### config.mk
export PLATFORM = sky130hd
export DESIGN_NAME = aidr_ctrl
export DESIGN_NICKNAME = d
export VERILOG_FILES = /design/src/design/aidr_pkg.sv /design/src/design/aidr_ctrl.sv
export SDC_FILE = /design/constraint.sdc
export NUM_CORES = 1
export LEC_CHECK = 0
export ABC_AREA = 1
export BUFFER_PORTS_ARGS = -buffer_cell sky130_fd_sc_hd__buf_2
export CAP_MARGIN = 20
export CORE_UTILIZATION = 46
export CTS_CLUSTER_DIAMETER = 80
export DETAILED_ROUTE_END_ITERATION = 6
export GPL_TIMING_DRIVEN = 0
export PLACE_DENSITY = 0.84
export SYNTH_ARGS = -nofsm -noshare
export SYNTH_HDL_FRONTEND = slang
export SYNTH_SLANG_ARGS = --single-unit
### constraint.sdc
create_clock -name clk -period 3.3 [get_ports clk]
set_input_delay 0.66 -clock clk [delete_from_list [all_inputs] [get_ports clk]]
set_output_delay 0.66 -clock clk [all_outputs]
set_load 0.02 [all_outputs]
### src/design/aidr_pkg.sv
package aidr_pkg;

    localparam int DEPTH_DEF = 64;
    localparam int DATA_W    = 32;
    localparam int CAP_W     = 7;
    localparam int POS_W     = 6;
    localparam int KIND_W    = 2;
    localparam logic [CAP_W-1:0] CAP_RESET = 7'd64;

    typedef enum logic [KIND_W-1:0] {
        KIND_APPEND  = 2'd0,
        KIND_INSERT  = 2'd1,
        KIND_DELETE  = 2'd2,
        KIND_REVERSE = 2'd3
    } kind_t;

    typedef enum logic [2:0] {
        CELL_HOLD,
        CELL_INSERT,
        CELL_DELETE,
        CELL_REV_STEP,
        CELL_REV_LAST
    } cell_op_t;

    typedef struct packed {
        cell_op_t            op;
        logic [DATA_W-1:0]   value;
    } cell_ctrl_t;

    typedef struct packed {
        logic               accepted;
        logic               take;
        logic [CAP_W-1:0]   count;
    } res_t;

    typedef enum logic {
        ST_IDLE,
        ST_REV
    } state_t;

endpackage

### src/design/aidr_ctrl.sv
module aidr_ctrl
    import aidr_pkg::*;
#(
    parameter int DEPTH = DEPTH_DEF,
    parameter int CNT_W = $clog2(DEPTH + 1)
)
(
    input  logic              clk,
    input  logic              rst_n,
    input  logic              take,
    input  logic [KIND_W-1:0] kind,
    input  logic [POS_W-1:0]  position,
    input  logic [DATA_W-1:0] value,
    input  logic [CAP_W-1:0]  cap,
    output logic              busy,
    output cell_ctrl_t        cell_ctrl,
    output logic [CNT_W-1:0]  cell_pos,
    output res_t              res
);

    localparam int CMP_W = (CNT_W > CAP_W) ? CNT_W : CAP_W;

    state_t            state_reg;
    state_t            state_next;
    logic [CNT_W-1:0]  count_reg;
    logic [CNT_W-1:0]  count_next;
    logic [CNT_W-1:0]  rev_left_reg;
    logic [CNT_W-1:0]  rev_left_next;

    logic [CMP_W-1:0]  cnt_x;
    logic [CMP_W-1:0]  pos_x;
    logic [CMP_W-1:0]  cap_x;
    logic [CMP_W-1:0]  cap_eff;
    logic              app_ok;
    logic              ins_ok;
    logic              del_ok;
    logic              rev_start;

    assign cnt_x   = CMP_W'(count_reg);
    assign pos_x   = CMP_W'(position);
    assign cap_x   = CMP_W'(cap);
    assign cap_eff = (cap_x > CMP_W'(DEPTH)) ? CMP_W'(DEPTH) : cap_x;
    assign app_ok  = cnt_x < cap_eff;
    assign ins_ok  = (pos_x <= cnt_x) && (cnt_x < cap_eff);
    assign del_ok  = pos_x < cnt_x;
    assign rev_start = take && (kind_t'(kind) == KIND_REVERSE) && (count_reg > CNT_W'(1));

    // next state
    always_comb
    begin
        state_next = state_reg;
        case (state_reg)
            ST_IDLE:
            begin
                if (rev_start)
                begin
                    state_next = ST_REV;
                end
            end
            ST_REV:
            begin
                if (rev_left_reg == CNT_W'(1))
                begin
                    state_next = ST_IDLE;
                end
            end
            default:
            begin
                state_next = ST_IDLE;
            end
        endcase
    end

    // outputs and datapath control
    always_comb
    begin
        cell_ctrl.op    = CELL_HOLD;
        cell_ctrl.value = value;
        cell_pos        = pos_x[CNT_W-1:0];
        count_next      = count_reg;
        rev_left_next   = rev_left_reg;
        res.accepted    = 1'b0;
        res.take        = 1'b0;
        busy            = 1'b0;
        case (state_reg)
            ST_IDLE:
            begin
                if (take)
                begin
                    case (kind_t'(kind))
                        KIND_APPEND:
                        begin
                            if (app_ok)
                            begin
                                cell_ctrl.op = CELL_INSERT;
                                cell_pos     = count_reg;
                                count_next   = count_reg + CNT_W'(1);
                                res.accepted = 1'b1;
                            end
                        end
                        KIND_INSERT:
                        begin
                            if (ins_ok)
                            begin
                                cell_ctrl.op = CELL_INSERT;
                                count_next   = count_reg + CNT_W'(1);
                                res.accepted = 1'b1;
                            end
                        end
                        KIND_DELETE:
                        begin
                            if (del_ok)
                            begin
                                cell_ctrl.op = CELL_DELETE;
                                count_next   = count_reg - CNT_W'(1);
                                res.accepted = 1'b1;
                                res.take     = 1'b1;
                            end
                        end
                        KIND_REVERSE:
                        begin
                            res.accepted  = 1'b1;
                            rev_left_next = count_reg;
                        end
                        default:
                        begin
                            res.accepted = 1'b0;
                        end
                    endcase
                end
            end
            ST_REV:
            begin
                busy          = 1'b1;
                rev_left_next = rev_left_reg - CNT_W'(1);
                if (rev_left_reg == CNT_W'(1))
                begin
                    cell_ctrl.op = CELL_REV_LAST;
                end
                else
                begin
                    cell_ctrl.op = CELL_REV_STEP;
                end
            end
            default:
            begin
                busy = 1'b0;
            end
        endcase
        res.count = CAP_W'(count_next);
    end

    always_ff @(posedge clk or negedge rst_n)
    begin
        if (!rst_n)
        begin
            state_reg    <= ST_IDLE;
            count_reg    <= '0;
            rev_left_reg <= '0;
        end
        else
        begin
            state_reg    <= state_next;
            count_reg    <= count_next;
            rev_left_reg <= rev_left_next;
        end
    end

`ifndef SYNTH
    a_count_bound: assert property (@(posedge clk) disable iff (!rst_n)
        count_reg <= CNT_W'(DEPTH))
        else $error("count exceeds depth");

    a_rev_left: assert property (@(posedge clk) disable iff (!rst_n)
        (state_reg == ST_REV) |-> (rev_left_reg != '0))
        else $error("reverse running with no steps left");

    a_rev_exit: assert property (@(posedge clk) disable iff (!rst_n)
        (state_reg == ST_REV && rev_left_reg == CNT_W'(1)) |=> (state_reg == ST_IDLE))
        else $error("reverse did not finish");

    a_count_hold: assert property (@(posedge clk) disable iff (!rst_n)
        (state_reg == ST_REV) |=> (count_reg == $past(count_reg)))
        else $error("count moved during reverse");
`endif

endmodule

==> results of run 1 <==
==> critical path: stages <==
cell      delay (ns)
buf_6           0.10
nor2_4          0.11
nand3_2         0.08
nand2_2         0.09
nand2_2         0.08
ha_4            0.25
a21oi_2         0.17
nor2_2          0.06
a211oi_4        0.20
buf_12          0.18
nand3_4         0.09
o211ai_1        0.23
nor2_1          0.07
nor2_1          0.16
buf_4           0.17
==> path summary, 6_finish.rpt <==
path,end,cells after the start
max in group asynchronous,cnt_x[5],1
max reg2reg,cnt_x[6],13
min in group clk,rev_left_reg[5],2
min reg2reg,rev_left_reg[5],2
max,res[6],15
min,rev_left_reg[4],1
==> logic make-up (layout without fill, tap and decap cells) <==
logic type               Yosys count  count (layout)  synth area share [%]
AO/OA/AOI/OAI                     45              45                  14.5
XOR/XNOR                           7               7                  3.08
adder cells (fa/ha/maj)           17              17                  10.7
buffers and inverters             77             157                  21.1
flip-flops                        15              15                  18.8
AND/OR/NAND/NOR                  141             141                  31.8
==> power by group through the flow <==
stage                     sequential [W]  combinational, W  clock (W)
after floorplan                 0.000358          0.000985          0
after global placement          0.000382           0.00125          0
after detailed placement        0.000386           0.00129          0
after CTS                       0.000388           0.00143   0.000157
after global routing            0.000406           0.00175   0.000165
final                           0.000391           0.00160   0.000156
==> through the flow <==
stage / setup TNS [ns] / hold slack [ns] / area [sq um] / power [W] / cells
floorplan: 0 / 0.364 / 1990 / 0.00134 / 302
global placement: -2.10 / 0.508 / 2400 / 0.00163 / 421
detailed placement: -3.17 / 0.550 / 2400 / 0.00167 / 421
CTS: 0 / 0.306 / 2570 / 0.00197 / 428
global route: -1.43 / 0.325 / 2800 / 0.00232 / 432
finish: -0.0720 / 0.293 / 2800 / 0.00214 / 432
==> cells in the final DEF, fill, tap and decap left out, types with 2 or more instances in the layout <==
master	count
nand3_4	2
xor2_1	6
o21ai_0	10
o211ai_1	5
buf_6	14
nor2_2	3
o221ai_1	3
a21oi_2	4
nand2_1	56
clkbuf_8	3
nand2_4	4
clkbuf_1	2
buf_4	46
ha_1	16
inv_1	33
dfrtp_2	2
nand4_4	2
nor3_1	2
o21ai_2	5
nand3_2	3
nand2_2	10
dfrtp_1	13
nor2_4	3
nand3_1	14
nor2_1	30
o21ai_1	4
buf_2	50
inv_2	5
a221oi_1	2
nand4_1	9
a21oi_1	8
==> routing by layer <==
layer	wire [microns]	part of all wire, %	vias to the layer above	track usage (%)
met1	2260	39	1054	26.6
met3	282	4.9	10	3.72
li1	-	-	1117	-
met2	3140	54	87	45.3
met5	0	0	-	0
met4	122	2.1	0	9.38
==> final cells by class <==
type                            instances  area share, %
Buffer                                 38           10.3
Clock buffer                            4           1.61
Inverter                               39           5.28
Multi-Input combinational cell        210           48.7
Sequential cell                        15           13.5
Tap cell                               50           2.24
Timing Repair Buffer                   76           18.4
==> what timing repair did <==
action	in CTS	in global routing
cloned	1	0
setup endpoints to repair	16	16
pin swaps	7	25
setup buffers	2	4
resized for setup	21	59
==> tab_implementation.tex, run 1 <==
\begin{tabular}{lr}
\hline
Metric & Value \\
\hline
\multicolumn{2}{l}{\textbf{CTS}} \\
\quad Clock root buffer & clkbuf\_8 \\
\quad H-tree depth reported by CTS & 1 \\
\quad Cts bufs inserted & 3 \\
\quad Clock sinks & 15 \\
\quad Clock edge transition at the registers on the reported setup and hold paths & 0.06 ns \\
\quad Clock latency reported for the late side of the worst-skew pair & 0.26 ns \\
\quad Maximum buffer depth of the clock tree & 2 \\
\quad CTS tree & yes \\
\quad Total of hold buffers inserted after clock tree synthesis & 0 \\
\multicolumn{2}{l}{\textbf{Routing}} \\
\quad Number of search-and-repair iterations in the first detailed-routing pass & 5 \\
\quad Detailed router's first-iteration violation count & 105 \\
\quad Final wirelength & 5.81 mm \\
\quad DRC violation count after routing & 0 \\
\quad Detail Route Antenna Nets & 0 \\
\quad Routed via count divided by cell count & 5.25 \\
\quad Total via count after detailed routing & 2,268 \\
\quad WL/cell & 13.4 microns \\
\multicolumn{2}{l}{\textbf{STA}} \\
\quad Worst path setup slack after routing & -0.0557 ns \\
\quad Final number of setup-violating endpoints & 2 \\
\quad Worst slew pin tran & 0.921 ns \\
\quad Final critical-path required period & 3.36 ns \\
\quad Unrepaired setup endpoints after global routing & true \\
\quad Post-route fraction of the period consumed by the critical path & 102\% \\
\quad Layout Skew & 0.00185 ns \\
\quad Maximum achievable frequency & 298 MHz \\
\quad Final hold violation count & 0 \\
\quad Relative max-transition margin & 38.4\% \\
\quad Max-slew violation count & 0 \\
\multicolumn{2}{l}{\textbf{Worst hold path}} \\
\quad Type of the tightest min-delay check & in2async \\
\multicolumn{2}{l}{\textbf{Global route}} \\
\quad Via count of the first global-routing pass & 1,960 \\
\quad Antenna violations before repair & 0 \\
\quad Total global-route track usage & 24.1\% \\
\quad Total grt overflow & 0 \\
\quad Pin count of the biggest net entering global routing & 16 \\
\quad First-pass GRT wire length & 8.34 mm \\
\multicolumn{2}{l}{\textbf{Critical path}} \\
\quad Critical Path Start Type & primary input \\
\quad WP data required & 2.64 ns \\
\quad Critical path capture point type & output port \\
\quad Reg-to-reg slack, setup & 1.07 ns \\
\quad Type of the worst setup path & in2out \\
\quad Critical Path Fanout Max & 7 \\
\quad R2R Path Start & cnt\_x[5] \\
\quad Arrival time of the worst setup path & 2.70 ns \\
\quad Worst setup path startpoint & cap[5] \\
\multicolumn{2}{l}{\textbf{Power}} \\
\quad Net switching power & 0.00114 W \\
\quad Leakage power & 1.46 nW \\
\quad Switching part of the total power & 53.1\% \\
\quad Highest ir drop seen on vdd & 0.402 mV \\
\quad Internal portion of total power & 0.00101 W \\
\quad Areal power density over the cells & 767 nW/um\^{}2 \\
\quad Clk network pwr share & 7.3\% \\
\quad Relative contribution of combinational cells to total power & 74.5\% \\
\quad Part of the total power dissipated in sequential elements & 18.2\% \\
\multicolumn{2}{l}{\textbf{Logic synthesis}} \\
\quad Count leader, synth & nand2\_1 \\
\quad Avg Synthesized Cell Area & 6.60 sq um \\
\quad Count of distinct cell types in the synthesized netlist & 32 \\
\quad Ys flop type & dfrtp\_1 \\
\quad Number of nets produced by synthesis & 369 \\
\quad Count of warnings emitted by yosys & 0 \\
\quad Register bit total from synthesis & 15 \\
\quad Leading post-synthesis cells by cell area & dfrtp\_1 19\%, buf\_4 13\%, nand2\_1 12\% \\
\quad Cell type with the highest aggregate area in the netlist & dfrtp\_1 \\
\quad Number of standard cells after synthesis & 302 \\
\quad Post-synth top cells & 64 x nand2\_1, 36 x inv\_1, 36 x nor2\_1, 34 x buf\_4 \\
\quad Share of the yosys chip area belonging to registers & 18.8\% \\
\quad Yosys top cell area share & 18.8\% \\
\quad Number of enable-type register cells in the synthesized netlist & 0 \\
\quad Netlist area before placement & 1990 sq um \\
\quad Async set-reset flop share out of synthesis & 100\% \\
\multicolumn{2}{l}{\textbf{Run}} \\
\quad Count of max-cap constraint violations & 0 \\
\multicolumn{2}{l}{\textbf{Cells and area}} \\
\quad Register Area & 378 sq um \\
\quad Final layout net count & 450 \\
\quad N\_diodes & 0 \\
\quad Area of the multi-input gates & 1360 sq um \\
\quad Final Util & 68.4\% \\
\quad P\&R area growth vs syn & 40.3\% \\
\quad Layout cell share with drive strength beyond 1 & 43.5\% \\
\quad Filler cells & 372 \\
\multicolumn{2}{l}{\textbf{Placed design}} \\
\quad Global placement routability congestion & 0.902 \\
\quad Worst slack at placement & -0.240 ns \\
\quad Post-DP HPWL & 4.19 mm \\
\quad Count of input and output buffers & 69 \\
\multicolumn{2}{l}{\textbf{Floorplanning}} \\
\quad Die span in x & 67.8 microns \\
\quad Die outline height & 67.8 microns \\
\quad Effective utilization at floorplan & 48.7\% \\
\quad Die Footprint & 4600 sq um \\
\quad Placeable core region & 4090 sq um \\
\quad Number of top-level pins & 102 \\
\quad Num rows & 23 \\
\multicolumn{2}{l}{\textbf{Outcome}} \\
\quad Status & complete, but fails checks \\
\quad Violated checks & setup timing \\
\hline
\end{tabular}
(Power assumes the default switching activity.)
==> run 2: changes to the inputs <==
MAX_ROUTING_LAYER = met4   (was unset)
==> run 2 against run 1 <==
The run now ends clean. Clock power is 3% lower. Worst hold slack better by 0.0067 ns. First-iteration DRC count is 4.8% higher. Highest routed layer unchanged.
==> tab_implementation.tex, run 2 (synthesis gave the netlist of run 1 again) <==
\begin{tabular}{lr}
\hline
Metric & Value \\
\hline
\multicolumn{2}{l}{\textbf{STA}} \\
\quad Max-slew violation count & 0 \\
\quad Maximum achievable frequency & 307 MHz \\
\quad Relative max-transition margin & 33.4\% \\
\quad Final number of setup-violating endpoints & 0 \\
\quad Final hold violation count & 0 \\
\quad Unrepaired setup endpoints after global routing & true \\
\quad Worst hold slack across all endpoints & 0.300 ns \\
\quad Post-route fraction of the period consumed by the critical path & 98.6\% \\
\quad Layout Skew & 0.000668 ns \\
\quad Final critical-path required period & 3.25 ns \\
\quad Worst slew pin tran & 0.995 ns \\
\multicolumn{2}{l}{\textbf{CTS}} \\
\quad CTS tree & yes \\
\quad Clock root buffer & clkbuf\_8 \\
\quad H-tree depth reported by CTS & 1 \\
\quad Cts bufs inserted & 3 \\
\quad Clock edge transition at the registers on the reported setup and hold paths & 0.06 ns \\
\quad Clock latency reported for the late side of the worst-skew pair & 0.25 ns \\
\quad Maximum buffer depth of the clock tree & 2 \\
\quad Clock sinks & 15 \\
\multicolumn{2}{l}{\textbf{Routing}} \\
\quad Final wirelength & 5.73 mm \\
\quad Total via count after detailed routing & 2,272 \\
\quad Number of search-and-repair iterations in the first detailed-routing pass & 4 \\
\quad Detail Route Antenna Nets & 0 \\
\quad DRC violation count after routing & 0 \\
\quad Detailed router's first-iteration violation count & 110 \\
\quad Routed via count divided by cell count & 5.20 \\
\quad WL/cell & 13.1 microns \\
\multicolumn{2}{l}{\textbf{Power}} \\
\quad Total power after layout & 0.00214 W \\
\quad Highest ir drop seen on vdd & 0.535 mV \\
\quad Areal power density over the cells & 754 nW/um\^{}2 \\
\quad Leakage power & 1.47 nW \\
\multicolumn{2}{l}{\textbf{Worst hold path}} \\
\quad Type of the tightest min-delay check & in2async \\
\multicolumn{2}{l}{\textbf{Critical path}} \\
\quad R2R Path Start & cnt\_x[3] \\
\quad Worst setup path startpoint & cap[1] \\
\quad Critical path capture point type & output port \\
\quad Critical Path Fanout Max & 7 \\
\quad Critical Path Start Type & primary input \\
\quad WP data required & 2.64 ns \\
\quad Arrival time of the worst setup path & 2.59 ns \\
\quad Type of the worst setup path & in2out \\
\multicolumn{2}{l}{\textbf{Global route}} \\
\quad Global-route track usage on met1 & 27.8\% \\
\quad Global routing met2 resource utilization & 42.9\% \\
\quad Antenna violations before repair & 0 \\
\quad Total global-route track usage & 24.5\% \\
\quad First-pass GRT wire length & 8.30 mm \\
\quad Met3 usage in global routing & 4.05\% \\
\quad Pin count of the biggest net entering global routing & 16 \\
\quad Global routing's busiest layer & met2 \\
\quad Total grt overflow & 0 \\
\quad Via count of the first global-routing pass & 1,945 \\
\multicolumn{2}{l}{\textbf{Cells and area}} \\
\quad Final std cells w/o fill & 437 \\
\quad P\&R area growth vs syn & 42.3\% \\
\quad Most used cells in the layout excluding fill and tap cells & 56 x nand2\_1, 50 x buf\_2, 49 x buf\_4, 32 x inv\_1, 31 x nor2\_1 \\
\quad N\_diodes & 0 \\
\quad Leading cell type in the layout, fill and taps excluded & nand2\_1 \\
\quad Layout cell share with drive strength beyond 1 & 44.7\% \\
\quad Final Util & 69.4\% \\
\quad Final layout net count & 455 \\
\multicolumn{2}{l}{\textbf{Placed design}} \\
\quad Post-DP HPWL & 4.10 mm \\
\quad Count of input and output buffers & 69 \\
\quad Cells after DPL & 421 \\
\quad Global placement routability congestion & 0.915 \\
\multicolumn{2}{l}{\textbf{Floorplanning}} \\
\quad Die Footprint & 4600 sq um \\
\quad Num rows & 23 \\
\quad Placeable core region & 4090 sq um \\
\quad Die span in x & 67.8 microns \\
\quad Effective utilization at floorplan & 48.7\% \\
\quad Die outline height & 67.8 microns \\
\quad Number of top-level pins & 102 \\
\multicolumn{2}{l}{\textbf{Run}} \\
\quad Count of max-cap constraint violations & 0 \\
\multicolumn{2}{l}{\textbf{Outcome}} \\
\quad Status & complete, no violations \\
\hline
\end{tabular}
==> run 2: cell count changes in the layout (fill, tap and decap cells not counted), sizes merged <==
cell,change
buf,+4
clkinv,-1
clkinvlp,+1
nand2,+1
==> run 2: metrics by stage <==
stage | TNS [ns] | setup slack (ns) | cell area (sq um)
2_1_floorplan | 0 | 0.140 | 1990
6_report | 0 | 0.0478 | 2830
3_3_place_gp | -2.12 | -0.170 | 2400
4_1_cts | 0 | 0.00459 | 2560
3_5_place_dp | -2.38 | -0.186 | 2400
5_1_grt | -0.736 | -0.119 | 2830
==> run 2: where the power goes <==
group	internal, W	switching [W]
clock	0.0000857	0.0000653
combinational	0.000628	0.000963
sequential	0.000281	0.000114
==> run 2: routing by layer <==
layer | wire [microns] | share of wire, %
met2 | 3060 | 53
met3 | 297 | 5.2
met1 | 2270 | 40
met5 | 0 | 0
met4 | 104 | 1.8
==> run 2: what timing repair did <==
action                                  CTS  global route
endpoints found under the setup margin   16            16
pin swaps                                 5            29
cloned                                    1             1
resized for setup                        12            72
hold buffers                              0             0
setup buffers                             7             3
==> run 2: worst max-delay path: stages <==
cell      delay, ns
buf_8          0.10
nor2_4         0.10
nand3_2        0.08
nand2_2        0.09
nand2_2        0.08
ha_4           0.24
a21oi_2        0.14
nor2_2         0.06
a211oi_4       0.16
buf_6          0.20
buf_6          0.12
nand4_1        0.08
nand2_1        0.12
nor2_1         0.05
nand3_1        0.06
nand2_1        0.06
inv_2          0.07
buf_6          0.11
==> run 2: worst paths after layout <==
kind	endpoint	slack (ns)	cells after the start
setup / recovery	res[3]	0.05	18
max in group asynchronous	cnt_x[5]	2.73	1
setup reg to reg	cnt_x[0]	1.10	11
hold / removal	rev_left_reg[3]	0.30	1
min in group clk	rev_left_reg[5]	0.55	2
hold reg to reg	rev_left_reg[5]	0.55	2
==> run 2: layout make-up <==
cell class	count	area [sq um]
fill	356	1250
sequential	15	379
timing repair buffer	80	538
tap	50	62.6
clock buffer	4	45.0
buffer	38	287
inverter	39	150
multi-input combinational	211	1370
