**src/design/aidr_pkg.sv**
```systemverilog
package aidr_pkg;

    localparam int DEPTH_DEF = 64;
    localparam int DATA_W    = 32;
    localparam int CAP_W     = 7;
    localparam int POS_W     = 6;
    localparam int KIND_W    = 2;
    localparam logic [CAP_W-1:0] CAP_RESET = 7'd64;

    typedef enum logic [KIND_W-1:0] {
        KIND_APPEND  = 2'd0,
        KIND_INSERT  = 2'd1,
        KIND_DELETE  = 2'd2,
        KIND_REVERSE = 2'd3
    } kind_t;

    typedef enum logic [2:0] {
        CELL_HOLD,
        CELL_INSERT,
        CELL_DELETE,
        CELL_REV_STEP,
        CELL_REV_LAST
    } cell_op_t;

    typedef struct packed {
        cell_op_t            op;
        logic [DATA_W-1:0]   value;
    } cell_ctrl_t;

    typedef struct packed {
        logic               accepted;
        logic               take;
        logic [CAP_W-1:0]   count;
    } res_t;

    typedef enum logic {
        ST_IDLE,
        ST_REV
    } state_t;

endpackage

```
**src/design/aidr_cell.sv**
```systemverilog
module aidr_cell
    import aidr_pkg::*;
#(
    parameter int IDX = 0,
    parameter int PW  = 7
)
(
    input  logic              clk,
    input  cell_ctrl_t        ctrl,
    input  logic [PW-1:0]     pos,
    input  logic [DATA_W-1:0] prev_data,
    input  logic [DATA_W-1:0] next_data,
    input  logic [DATA_W-1:0] push_data,
    output logic [DATA_W-1:0] main_data,
    output logic [DATA_W-1:0] stack_data
);

    logic [DATA_W-1:0] main_reg;
    logic [DATA_W-1:0] main_next;
    logic [DATA_W-1:0] stack_reg;
    logic [DATA_W-1:0] stack_next;

    always_comb
    begin
        main_next  = main_reg;
        stack_next = stack_reg;
        case (ctrl.op)
            CELL_INSERT:
            begin
                if (IDX > int'(pos))
                begin
                    main_next = prev_data;
                end
                else if (IDX == int'(pos))
                begin
                    main_next = ctrl.value;
                end
            end
            CELL_DELETE:
            begin
                if (IDX >= int'(pos))
                begin
                    main_next = next_data;
                end
            end
            CELL_REV_STEP:
            begin
                // pop toward index 0, push onto the stack row
                main_next  = next_data;
                stack_next = push_data;
            end
            CELL_REV_LAST:
            begin
                // the stack row now holds the reversed order: copy it back
                main_next  = push_data;
                stack_next = push_data;
            end
            default:
            begin
                main_next = main_reg;
            end
        endcase
    end

    always_ff @(posedge clk)
    begin
        main_reg  <= main_next;
        stack_reg <= stack_next;
    end

    assign main_data  = main_reg;
    assign stack_data = stack_reg;

endmodule

```
**config.mk**
```make
export PLATFORM = sky130hd
export DESIGN_NAME = aidr_cell
export DESIGN_NICKNAME = d
export VERILOG_FILES = /design/src/design/aidr_pkg.sv /design/src/design/aidr_cell.sv
export SDC_FILE = /design/constraint.sdc
export NUM_CORES = 1
export LEC_CHECK = 0
export BUFFER_PORTS_ARGS = -buffer_cell sky130_fd_sc_hd__buf_2
export CAP_MARGIN = 20
export CORE_ASPECT_RATIO = 1.2
export CORE_MARGIN = 4
export CORE_UTILIZATION = 40
export CTS_CLUSTER_DIAMETER = 80
export DETAILED_ROUTE_END_ITERATION = 10
export GPL_TIMING_DRIVEN = 0
export PLACE_DENSITY = 0.83
export SLEW_MARGIN = 0
export SYNTH_ARGS = -nofsm -noshare
export SYNTH_HDL_FRONTEND = slang
export SYNTH_SLANG_ARGS = --single-unit
```
**constraint.sdc**
```tcl
create_clock -name clk -period 5.01 [get_ports clk]
set_input_delay 1.002 -clock clk [delete_from_list [all_inputs] [get_ports clk]]
set_output_delay 1.002 -clock clk [all_outputs]
set_load 0.01 [all_outputs]
```
==> key figures, run 1 <==
Timing
  – Min cycle time layout: approximately 3300 ps
  – Summed negative setup slack over all endpoints: 0 ps
  – Worst hold slack: 858 ps
  – Final slew viol count: 0
  – Headroom to the max-slew limit: 38.3%
  – Max frequency: 301 MHz
  – Final setup vio count: 0
  – Fraction of the cycle the final worst path needs: 66.4%
  – Setup repair after global routing missed its margin: no
  – Number of endpoints with negative hold slack in the final report: 0
  – Worst-margin pin slew: about 900 ps

Final layout
  – Flip-flop and latch area: 0.00192 mm2
  – Number of antenna diodes: 0
  – Area of the multi-input gates: between 500 and 600 um2
  – Final net count: approximately 470
  – Layout cell share with drive strength beyond 1: between 50% and 60%
  – Layout overhead on the synthesized area: 44.0%
  – Filler cell count: 519

Clock tree
  – Max Root-Sink Buffers: 2
  – Num CTS Buffers: 9
  – # clock sinks: 64
  – Total of cells resized after clock tree synthesis: 0
  – Setup fix buffers added after clock tree synthesis: 0
  – TritonCTS clock tree: built
  – Root buffer cell: clkbuf_8
  – H-tree depth reported by CTS: 3
  – Post-cts hold buffer count: 0
  – Clk pin slew, worst setup/hold paths: approximately 70 ps

Critical path
  – Signal arrival time at the worst endpoint: 3280 ps
  – Worst path slowest cell: a21o_1
  – Category of the worst setup path launch point: input pin
  – Critical path, cell by cell: buf_2 -> nor3b_2 -> a21o_1 -> buf_8 -> nand2b_2
  – Worst setup path class: in2reg
  – Maximum net fanout on the critical path: 32
  – Crit end category: flip-flop
  – Critical path required time: about 5000 ps
  – Critical path's largest stage delay: ~750 ps

Logic synthesis
  – Fraction of the mapped netlist area in compound gates: 21.0%
  – Top flip-flop cell by instance count after synthesis: edfxtp_1
  – Total number of yosys warnings: 0
  – Parity-gate share of the synthesized area counting xor and xnor cells: 0%
  – Cells after synthesis: between 100 and 150
  – Most common cell in the netlist: edfxtp_1
  – Number of storage elements in the synthesis netlist: between 60 and 70
  – Seq/Total Area, Yosys: between 70% and 80%
  – Synthesized Nets: 286
  – Simple-gate area share of the yosys netlist: around 1.6%
  – Post-synthesis average cell area: approximately 17 um2
  – Proportion of netlist area held by the largest area contributor: 75.3%
  – Mux contribution to synthesized area: 0%
  – Async set-or-reset flop fraction in the synthesized netlist: 0%
  – Dominant combinational cell family by area after synthesis: compound AO/OA/AOI/OAI gates
  – Adder-cell share of the synthesized area: 0%
  – Largest cells by area after synthesis: edfxtp_1, a22o_1, a21o_1
  – Commonest cells post-synth: edfxtp_1, a21o_1, a22o_1
  – Number of distinct library cell variants in the gate-level netlist after synthesis: 13
  – Post-synth EDFFs: 64
  – Cell accounting for the most synthesized area: edfxtp_1
  – Area of the mapped netlist: about 0.0026 mm2

GRT
  – Global-route wire length before repair: 9.83 mm
  – Met2 demand-to-capacity share in global routing: between 30% and 40%
  – Via count of the first global-routing pass: just over 2,000
  – GRT Resource Usage Total: 17.5%
  – Grt peak-use layer: met2
  – Global Route met1 Usage: a little under a fifth
  – Antenna violations before repair: 0
  – Largest net degree at the start of global routing: 33
  – Remaining global-route overflow: 0
  – Met3 routing resource usage after global routing: under 10%

Routing
  – Post-detailed-routing wire length: roughly 7 mm
  – Number of violations reported at the end of detailed-routing iteration 0: 96
  – Number of optimization iterations in the first detailed-route pass: 4
  – Drt drc: 0
  – Routed vias: roughly 2,100
  – Count of antenna-violating nets left after detailed routing: 0
  – Routed wire length per instance: 16.7 um
  – Routed via count divided by cell count: between 4 and 5

Worst hold path
  – Tightest Hold Check Type: in2reg

Die
  – Initial Util: between 40% and 50%
  – Chip Height: approximately 95 um
  – Die outline area: approximately 0.0077 mm2
  – Std cell rows: 31
  – Chip width: between 80 and 90 um
  – Number of placed I/O pins: around 200
  – Std-Cell Core Area: between 0.006 and 0.007 mm2

Pwr
  – Sum of internal, switching and leakage power: between 0.001 and 0.0015 W
  – Leak Pwr: around 1.8 nW
  – Worst IR Drop VDD: 0.000188 V
  – Cell Pwr Density: around 330 mW/mm2

Placement
  – Final weighted congestion of routability-driven global placement: around 0.69
  – Port buffer count: 170
  – Dpl hpwl: 5.24 mm

Status
  – Run status: finished, final reports clean

Flow run
  – Max-cap violations: 0
layer usage:
layer | part of all wire, % | vias to the layer above
met4 | 1.4 | 0
met3 | 8.9 | 11
li1 | - | 971
met5 | 0 | -
met1 | 37 | 989
met2 | 53 | 102
flip-flops by register name (all words and copies together) (netlist names):
register and count:
main_data 32, stack_data 32
where the power goes:
| part | switching (W) | internal (W) | total (W) |
|---|---|---|---|
| sequential | 0.00000995 | 0.000647 | 0.000657 |
| clock | 0.000186 | 0.000172 | 0.000358 |
| combinational | 0.0000987 | 0.0000906 | 0.000189 |
stage by stage:
| stage | worst slack (ps) | util (%) | std cells | area, um2 |
|---|---|---|---|---|
| after floorplan | 1620 | - | 147 | 2550 |
| after global placement | 600 | 57.2 | 399 | 3500 |
| after detailed placement | 1260 | 57.5 | 400 | 3520 |
| after CTS | 1610 | 60.0 | 415 | 3670 |
| after global routing | 1480 | 60.0 | 415 | 3670 |
| final | 1680 | 60.0 | 415 | 3670 |
placed cells by master, fill, tap and decap left out, drive strengths merged:
| master | n |
|---|---|
| clkbuf | 11 |
| nor4 | 1 |
| inv | 1 |
| a22o | 32 |
| clkinv | 4 |
| clkinvlp | 1 |
| o2111ai | 1 |
| a21o | 33 |
| nand2b | 1 |
| nor3b | 1 |
| nor2 | 1 |
| nor2b | 1 |
| nor3 | 1 |
| buf | 180 |
| edfxtp | 64 |
area by class of cell:
type / instances / area share [%]
sequential: 64 / 52.3
timing repair buffer: 171 / 23.6
multi-input combinational: 72 / 15.8
clock buffer: 10 / 3.47
tap: 82 / 2.79
buffer: 10 / 1.33
clock inverter: 5 / 0.681
inverter: 1 / 0.102
worst max-delay path: cells and delay by family:
family	cells	cell delay (ps)
AND/OR/NAND/NOR	2	1130
AO/OA/AOI/OAI	1	750
buffers and inverters	2	380
kinds of logic (layout without fill, tap and decap cells):
family | count (synthesis) | count (layout)
simple gates | 6 | 6
compound gates | 66 | 66
flops | 64 | 64
buf+inv | 11 | 197
final timing paths:
| path | from | endpoint | slack (ps) | cells after the start |
|---|---|---|---|---|
| max | ctrl[33] | main_data[16] | 1680 | 5 |
| min | push_data[28] | stack_data[28] | 860 | 1 |
(Power assumes the default switching activity.)
==> run 2: changes to the inputs <==
--- a/config.mk
+++ b/config.mk
@@ -5,6 +5,7 @@
 export SDC_FILE = /design/constraint.sdc
 export NUM_CORES = 1
 export LEC_CHECK = 0
+export ABC_AREA = 1
 export BUFFER_PORTS_ARGS = -buffer_cell sky130_fd_sc_hd__buf_2
 export CAP_MARGIN = 20
 export CORE_ASPECT_RATIO = 1.2
@@ -13,7 +14,7 @@
 export CTS_CLUSTER_DIAMETER = 80
 export DETAILED_ROUTE_END_ITERATION = 10
 export GPL_TIMING_DRIVEN = 0
-export PLACE_DENSITY = 0.83
+export PLACE_DENSITY = 0.8
 export SLEW_MARGIN = 0
 export SYNTH_ARGS = -nofsm -noshare
 export SYNTH_HDL_FRONTEND = slang
==> constraint.sdc (replaced) <==
create_clock -name clk -period 3.2 [get_ports clk]
set_input_delay 0.64 -clock clk [delete_from_list [all_inputs] [get_ports clk]]
set_output_delay 0.64 -clock clk [all_outputs]
set_load 0.01 [all_outputs]
==> key figures, run 2 <==
Critical path
  – Critical path required time: between 3000 and 4000 ps
  – Critical path, cell by cell: buf_2 -> inv_1 -> nand3_2 -> nand2_1 -> nor2_1 -> nor2_4
  – Worst path slowest cell: nor2_4
  – Maximum net fanout on the critical path: 32
  – Category of the worst setup path launch point: input pin
  – Worst setup path class: in2reg
  – Crit end category: flip-flop
  – Critical path's largest stage delay: approximately 750 ps
  – Signal arrival time at the worst endpoint: 2000 ps

Die
  – Std-Cell Core Area: just under 0.007 mm2
  – Chip Height: between 100 and 150 um
  – Initial Util: 41.4%
  – Die outline area: between 0.008 and 0.009 mm2
  – Chip width: roughly 85 um
  – Std cell rows: 33
  – Number of placed I/O pins: a little over 200

Logic synthesis
  – Number of storage elements in the synthesis netlist: 64
  – Cell accounting for the most synthesized area: edfxtp_1
  – Top flip-flop cell by instance count after synthesis: edfxtp_1
  – Synthesized Nets: between 400 and 500
  – Total number of yosys warnings: 0
  – Post-synth EDFFs: between 60 and 70
  – Area of the mapped netlist: roughly 0.0029 mm2
  – Async set-or-reset flop fraction in the synthesized netlist: 0%
  – Largest cells by area after synthesis: edfxtp_1, nand2_1, inv_1
  – Post-synthesis average cell area: roughly 9.8 um2
  – Cells after synthesis: 290
  – Proportion of netlist area held by the largest area contributor: 67.3%
  – Most common cell in the netlist: nand2_1
  – Number of distinct library cell variants in the gate-level netlist after synthesis: 13
  – Commonest cells post-synth: nand2_1, inv_1, edfxtp_1
  – Seq/Total Area, Yosys: 67.3%

Routing
  – Count of antenna-violating nets left after detailed routing: 0
  – Number of violations reported at the end of detailed-routing iteration 0: between 80 and 90
  – Routed via count divided by cell count: roughly 4.5
  – Post-detailed-routing wire length: 7.82 mm
  – Routed vias: approximately 2,500
  – Drt drc: 0
  – Number of optimization iterations in the first detailed-route pass: 4
  – Routed wire length per instance: 13.9 um

Clock tree
  – Root buffer cell: clkbuf_8
  – Total of cells resized after clock tree synthesis: 0
  – Clk pin slew, worst setup/hold paths: 80 ps
  – Max Root-Sink Buffers: 2
  – Num CTS Buffers: 9
  – Setup fix buffers added after clock tree synthesis: 0
  – Post-cts hold buffer count: 0
  – TritonCTS clock tree: built
  – # clock sinks: between 60 and 70
  – H-tree depth reported by CTS: 3

Final layout
  – Most frequent cells in the layout: buf_2, nand2_1, inv_1
  – Filler cell count: 631
  – Layout cell share with drive strength beyond 1: a little over two fifths
  – Commonest non-fill, non-tap cell in the layout: buf_2
  – Final net count: roughly 600
  – Core occupancy in the finished layout: 58.5%
  – Layout overhead on the synthesized area: 41.3%
  – Flip-flop and latch area: approximately 0.0019 mm2
  – Final instance area: 0.00404 mm2
  – Area of the multi-input gates: ~620 um2
  – Number of antenna diodes: 0

Timing
  – Final setup vio count: 0
  – Headroom to the max-slew limit: a little over a third
  – Max frequency: 487 MHz
  – Setup repair after global routing missed its margin: no
  – Fraction of the cycle the final worst path needs: 64.2%
  – Worst-margin pin slew: 952 ps
  – Final slew viol count: 0
  – Number of endpoints with negative hold slack in the final report: 0
  – Min cycle time layout: 2060 ps

Pwr
  – Leak Pwr: a little over 2 nW
  – Worst IR Drop VDD: between 0.0003 and 0.0004 V
  – Cell Pwr Density: about 490 mW/mm2

GRT
  – Global-route wire length before repair: ~12 mm
  – Largest net degree at the start of global routing: 33
  – Antenna violations before repair: 0
  – GRT Resource Usage Total: a little under a fifth
  – Remaining global-route overflow: 0
  – Via count of the first global-routing pass: approximately 2,500

Placement
  – Final weighted congestion of routability-driven global placement: between 0.7 and 0.8
  – Port buffer count: 170
  – DP Area: slightly below 0.004 mm2
  – Dpl hpwl: between 6 and 7 mm

Status
  – Run status: finished, final reports clean

Worst hold path
  – Tightest Hold Check Type: in2reg

Flow run
  – Max-cap violations: 0
[run 2: cell types whose count changed after synthesis, moves of 3 or more]
cell,previous run,this run
a21o_1,33,0
a22o_1,32,0
buf_2,9,4
buf_6,0,3
inv_1,1,69
inv_2,0,3
nand2_1,0,101
nor2_1,1,8
o21ai_0,0,24
o21ai_1,0,9
[run 2: path summary, 6_finish.rpt]
kind,from,end,depth (start not counted)
worst max-delay path,ctrl[32],main_data[24],6
worst min-delay path,push_data[21],stack_data[21],1
[run 2: metal layers]
| metal | global-route usage (%) | up-vias | share of wire [%] |
|---|---|---|---|
| li1 | - | 1265 | - |
| met1 | 19.2 | 1115 | 37 |
| met2 | 33.3 | 109 | 52 |
| met3 | 4.91 | 23 | 8.1 |
| met4 | 10.1 | 0 | 3.2 |
| met5 | 0 | - | 0 |
[run 2: final cells by class]
class	count	area share, %
sequential	64	47.6
timing repair buffer	171	21.8
multi-input combinational	145	15.3
inverter	72	6.70
clock buffer	9	3.07
tap	87	2.70
buffer	9	1.58
clock inverter	7	1.21
[run 2: logic make-up after synthesis]
logic type / after synthesis / share of synthesized area (%)
compound gates: 33 / 5.78
buf+inv: 81 / 11.7
flops: 64 / 67.3
simple gates: 112 / 15.2
[run 2: worst max-delay path: cells and delay by family]
family	cells	cell delay, ps
buffers and inverters	2	240
AND/OR/NAND/NOR	4	1110
[run 2: where the power goes]
| group | total (W) | internal, W | switching, W |
|---|---|---|---|
| Clock | 0.000598 | 0.000279 | 0.000319 |
| Sequential | 0.00105 | 0.00103 | 0.0000195 |
| Combinational | 0.000347 | 0.000146 | 0.000202 |
| Total | 0.00200 | 0.00146 | 0.000540 |
[run 2: per-stage QoR]
stage	setup WS [ps]	total power, W	instances	TNS, ps	hold WS, ps
3_3_place_gp	-453	0.00140	547	-28270	830
2_1_floorplan	434	0.00123	290	0	739
5_1_grt	1020	0.00211	564	0	467
6_report	1140	0.00200	564	0	493
4_1_cts	1130	0.00202	564	0	472
3_5_place_dp	769	0.00142	548	0	832
==> run 3: changes to the inputs <==
--- a/config.mk
+++ b/config.mk
@@ -10,11 +10,11 @@
 export CAP_MARGIN = 20
 export CORE_ASPECT_RATIO = 1.2
 export CORE_MARGIN = 4
-export CORE_UTILIZATION = 40
+export CORE_UTILIZATION = 37
 export CTS_CLUSTER_DIAMETER = 80
 export DETAILED_ROUTE_END_ITERATION = 10
 export GPL_TIMING_DRIVEN = 0
-export PLACE_DENSITY = 0.8
+export PLACE_DENSITY = 0.77
 export SLEW_MARGIN = 0
 export SYNTH_ARGS = -nofsm -noshare
 export SYNTH_HDL_FRONTEND = slang
==> constraint.sdc (replaced) <==
create_clock -name clk -period 1.8 [get_ports clk]
set_input_delay 0.36 -clock clk [delete_from_list [all_inputs] [get_ports clk]]
set_output_delay 0.36 -clock clk [all_outputs]
set_load 0.01 [all_outputs]
==> key figures, run 3 (synthesized netlist as in run 2, its figures left out) <==
Timing
  – Final slew viol count: 0
  – Max frequency: ~670 MHz
  – Headroom to the max-slew limit: between 60 and 70%
  – Worst hold slack: about 220 ps
  – Min cycle time layout: approximately 1500 ps
  – Final setup vio count: 0
  – Worst-margin pin slew: roughly 530 ps
  – Number of endpoints with negative hold slack in the final report: 0
  – Fraction of the cycle the final worst path needs: between 80% and 90%
  – Setup repair after global routing missed its margin: no

GRT
  – Via count of the first global-routing pass: roughly 2,600
  – Met2 demand-to-capacity share in global routing: between 30% and 40%
  – Largest net degree at the start of global routing: 33
  – Global Route met1 Usage: 17.6%
  – Grt peak-use layer: met2
  – Global-route wire length before repair: approximately 12 mm
  – Remaining global-route overflow: 0
  – Antenna violations before repair: 0
  – Met3 routing resource usage after global routing: under 10%
  – GRT Resource Usage Total: 17.2%

Clock tree
  – TritonCTS clock tree: built
  – Max Root-Sink Buffers: 2
  – H-tree depth reported by CTS: 3
  – Post-cts hold buffer count: 0
  – Clk pin slew, worst setup/hold paths: ~80 ps
  – Num CTS Buffers: 9
  – Setup fix buffers added after clock tree synthesis: 0
  – # clock sinks: 64
  – Root buffer cell: clkbuf_8

Final layout
  – Commonest non-fill, non-tap cell in the layout: buf_2
  – Area of the multi-input gates: about 630 um2
  – Final net count: 612
  – Core occupancy in the finished layout: between 50% and 60%
  – Flip-flop and latch area: ~0.0019 mm2
  – Most frequent cells in the layout: buf_2, nand2_1, inv_1
  – Layout overhead on the synthesized area: 43.7%
  – Filler cell count: about 700
  – Number of antenna diodes: 0
  – Layout cell share with drive strength beyond 1: a little over two fifths

Routing
  – Routed wire length per instance: ~14 um
  – Post-detailed-routing wire length: around 8 mm
  – Routed via count divided by cell count: roughly 4.5
  – Drt drc: 0
  – Number of optimization iterations in the first detailed-route pass: 4
  – Routed vias: about 2,500
  – Number of violations reported at the end of detailed-routing iteration 0: 90
  – Count of antenna-violating nets left after detailed routing: 0

Critical path
  – Maximum net fanout on the critical path: 16
  – Signal arrival time at the worst endpoint: roughly 1500 ps
  – Category of the worst setup path launch point: input pin
  – Critical path required time: 1760 ps
  – Worst setup path class: in2reg
  – Crit end category: flip-flop

Status
  – Run status: finished, final reports clean

Placement
  – Final weighted congestion of routability-driven global placement: about 0.72
  – Port buffer count: 170
  – Dpl hpwl: between 5 and 6 mm

Pwr
  – Leak Pwr: about 2.1 nW
  – Worst IR Drop VDD: 0.000548 V
  – Cell Pwr Density: roughly 960 mW/mm2

Die
  – Chip width: 88.2 um
  – Std cell rows: 34
  – Number of placed I/O pins: approximately 200
  – Chip Height: between 100 and 150 um
  – Die outline area: between 0.009 and 0.01 mm2
  – Initial Util: between 30% and 40%
  – Std-Cell Core Area: 0.00740 mm2

Worst hold path
  – Tightest Hold Check Type: in2reg
  – Cell depth of the worst min-delay path: 1

Flow run
  – Max-cap violations: 0
## run 3: path summary, 6_finish.rpt
kind                      start              to  slack (ps)
setup / recovery       ctrl[32]   main_data[15]         300
hold / removal    push_data[13]  stack_data[13]         220
## run 3: layout make-up
class / count / share of cell area, %
Buffer: 9 / 1.55
Clock buffer: 10 / 3.11
Clock inverter: 6 / 2.62
Tap cell: 90 / 2.74
Sequential cell: 64 / 46.8
Inverter: 72 / 6.58
Multi-Input combinational cell: 146 / 15.4
Timing Repair Buffer: 171 / 21.2
## run 3: timing repair
action / in CTS / in global routing
pin swaps: 1 / 0
gates cloned: 0 / 1
gates resized for setup: 0 / 1
setup endpoints to repair: 32 / 32
## run 3: critical path, cell delays in order
cell     delay (ps)
buf_2           110
inv_1           130
nand3_2         170
nand2_1         130
nor2_1          120
nor2_4          440
## run 3: per-layer routing
metal / share of wire (%) / vias up
li1: - / 1264
met1: 37 / 1150
met2: 52 / 103
met3: 8.4 / 13
met4: 2.0 / 0
met5: 0 / -
## run 3: power breakdown
| group | switching, W | leakage (nW) | internal (W) |
|---|---|---|---|
| sequential | 0.0000372 | 0.600 | 0.00183 |
| combinational | 0.000359 | 1.36 | 0.000258 |
| clock | 0.000553 | 0.118 | 0.000917 |
## run 3: through the flow
step / cell area [um2] / setup WS [ps] / power (W) / TNS, ps / std cells
6_report: 4110 / 297 / 0.00396 / 0 / 568
5_1_grt: 4110 / 220 / 0.00417 / 0 / 568
4_1_cts: 4070 / 6.57 / 0.00400 / 0 / 566
3_5_place_dp: 3840 / -373 / 0.00252 / -20310 / 550
3_3_place_gp: 3840 / -316 / 0.00249 / -16660 / 550
2_1_floorplan: 2880 / 114 / 0.00218 / 0 / 290
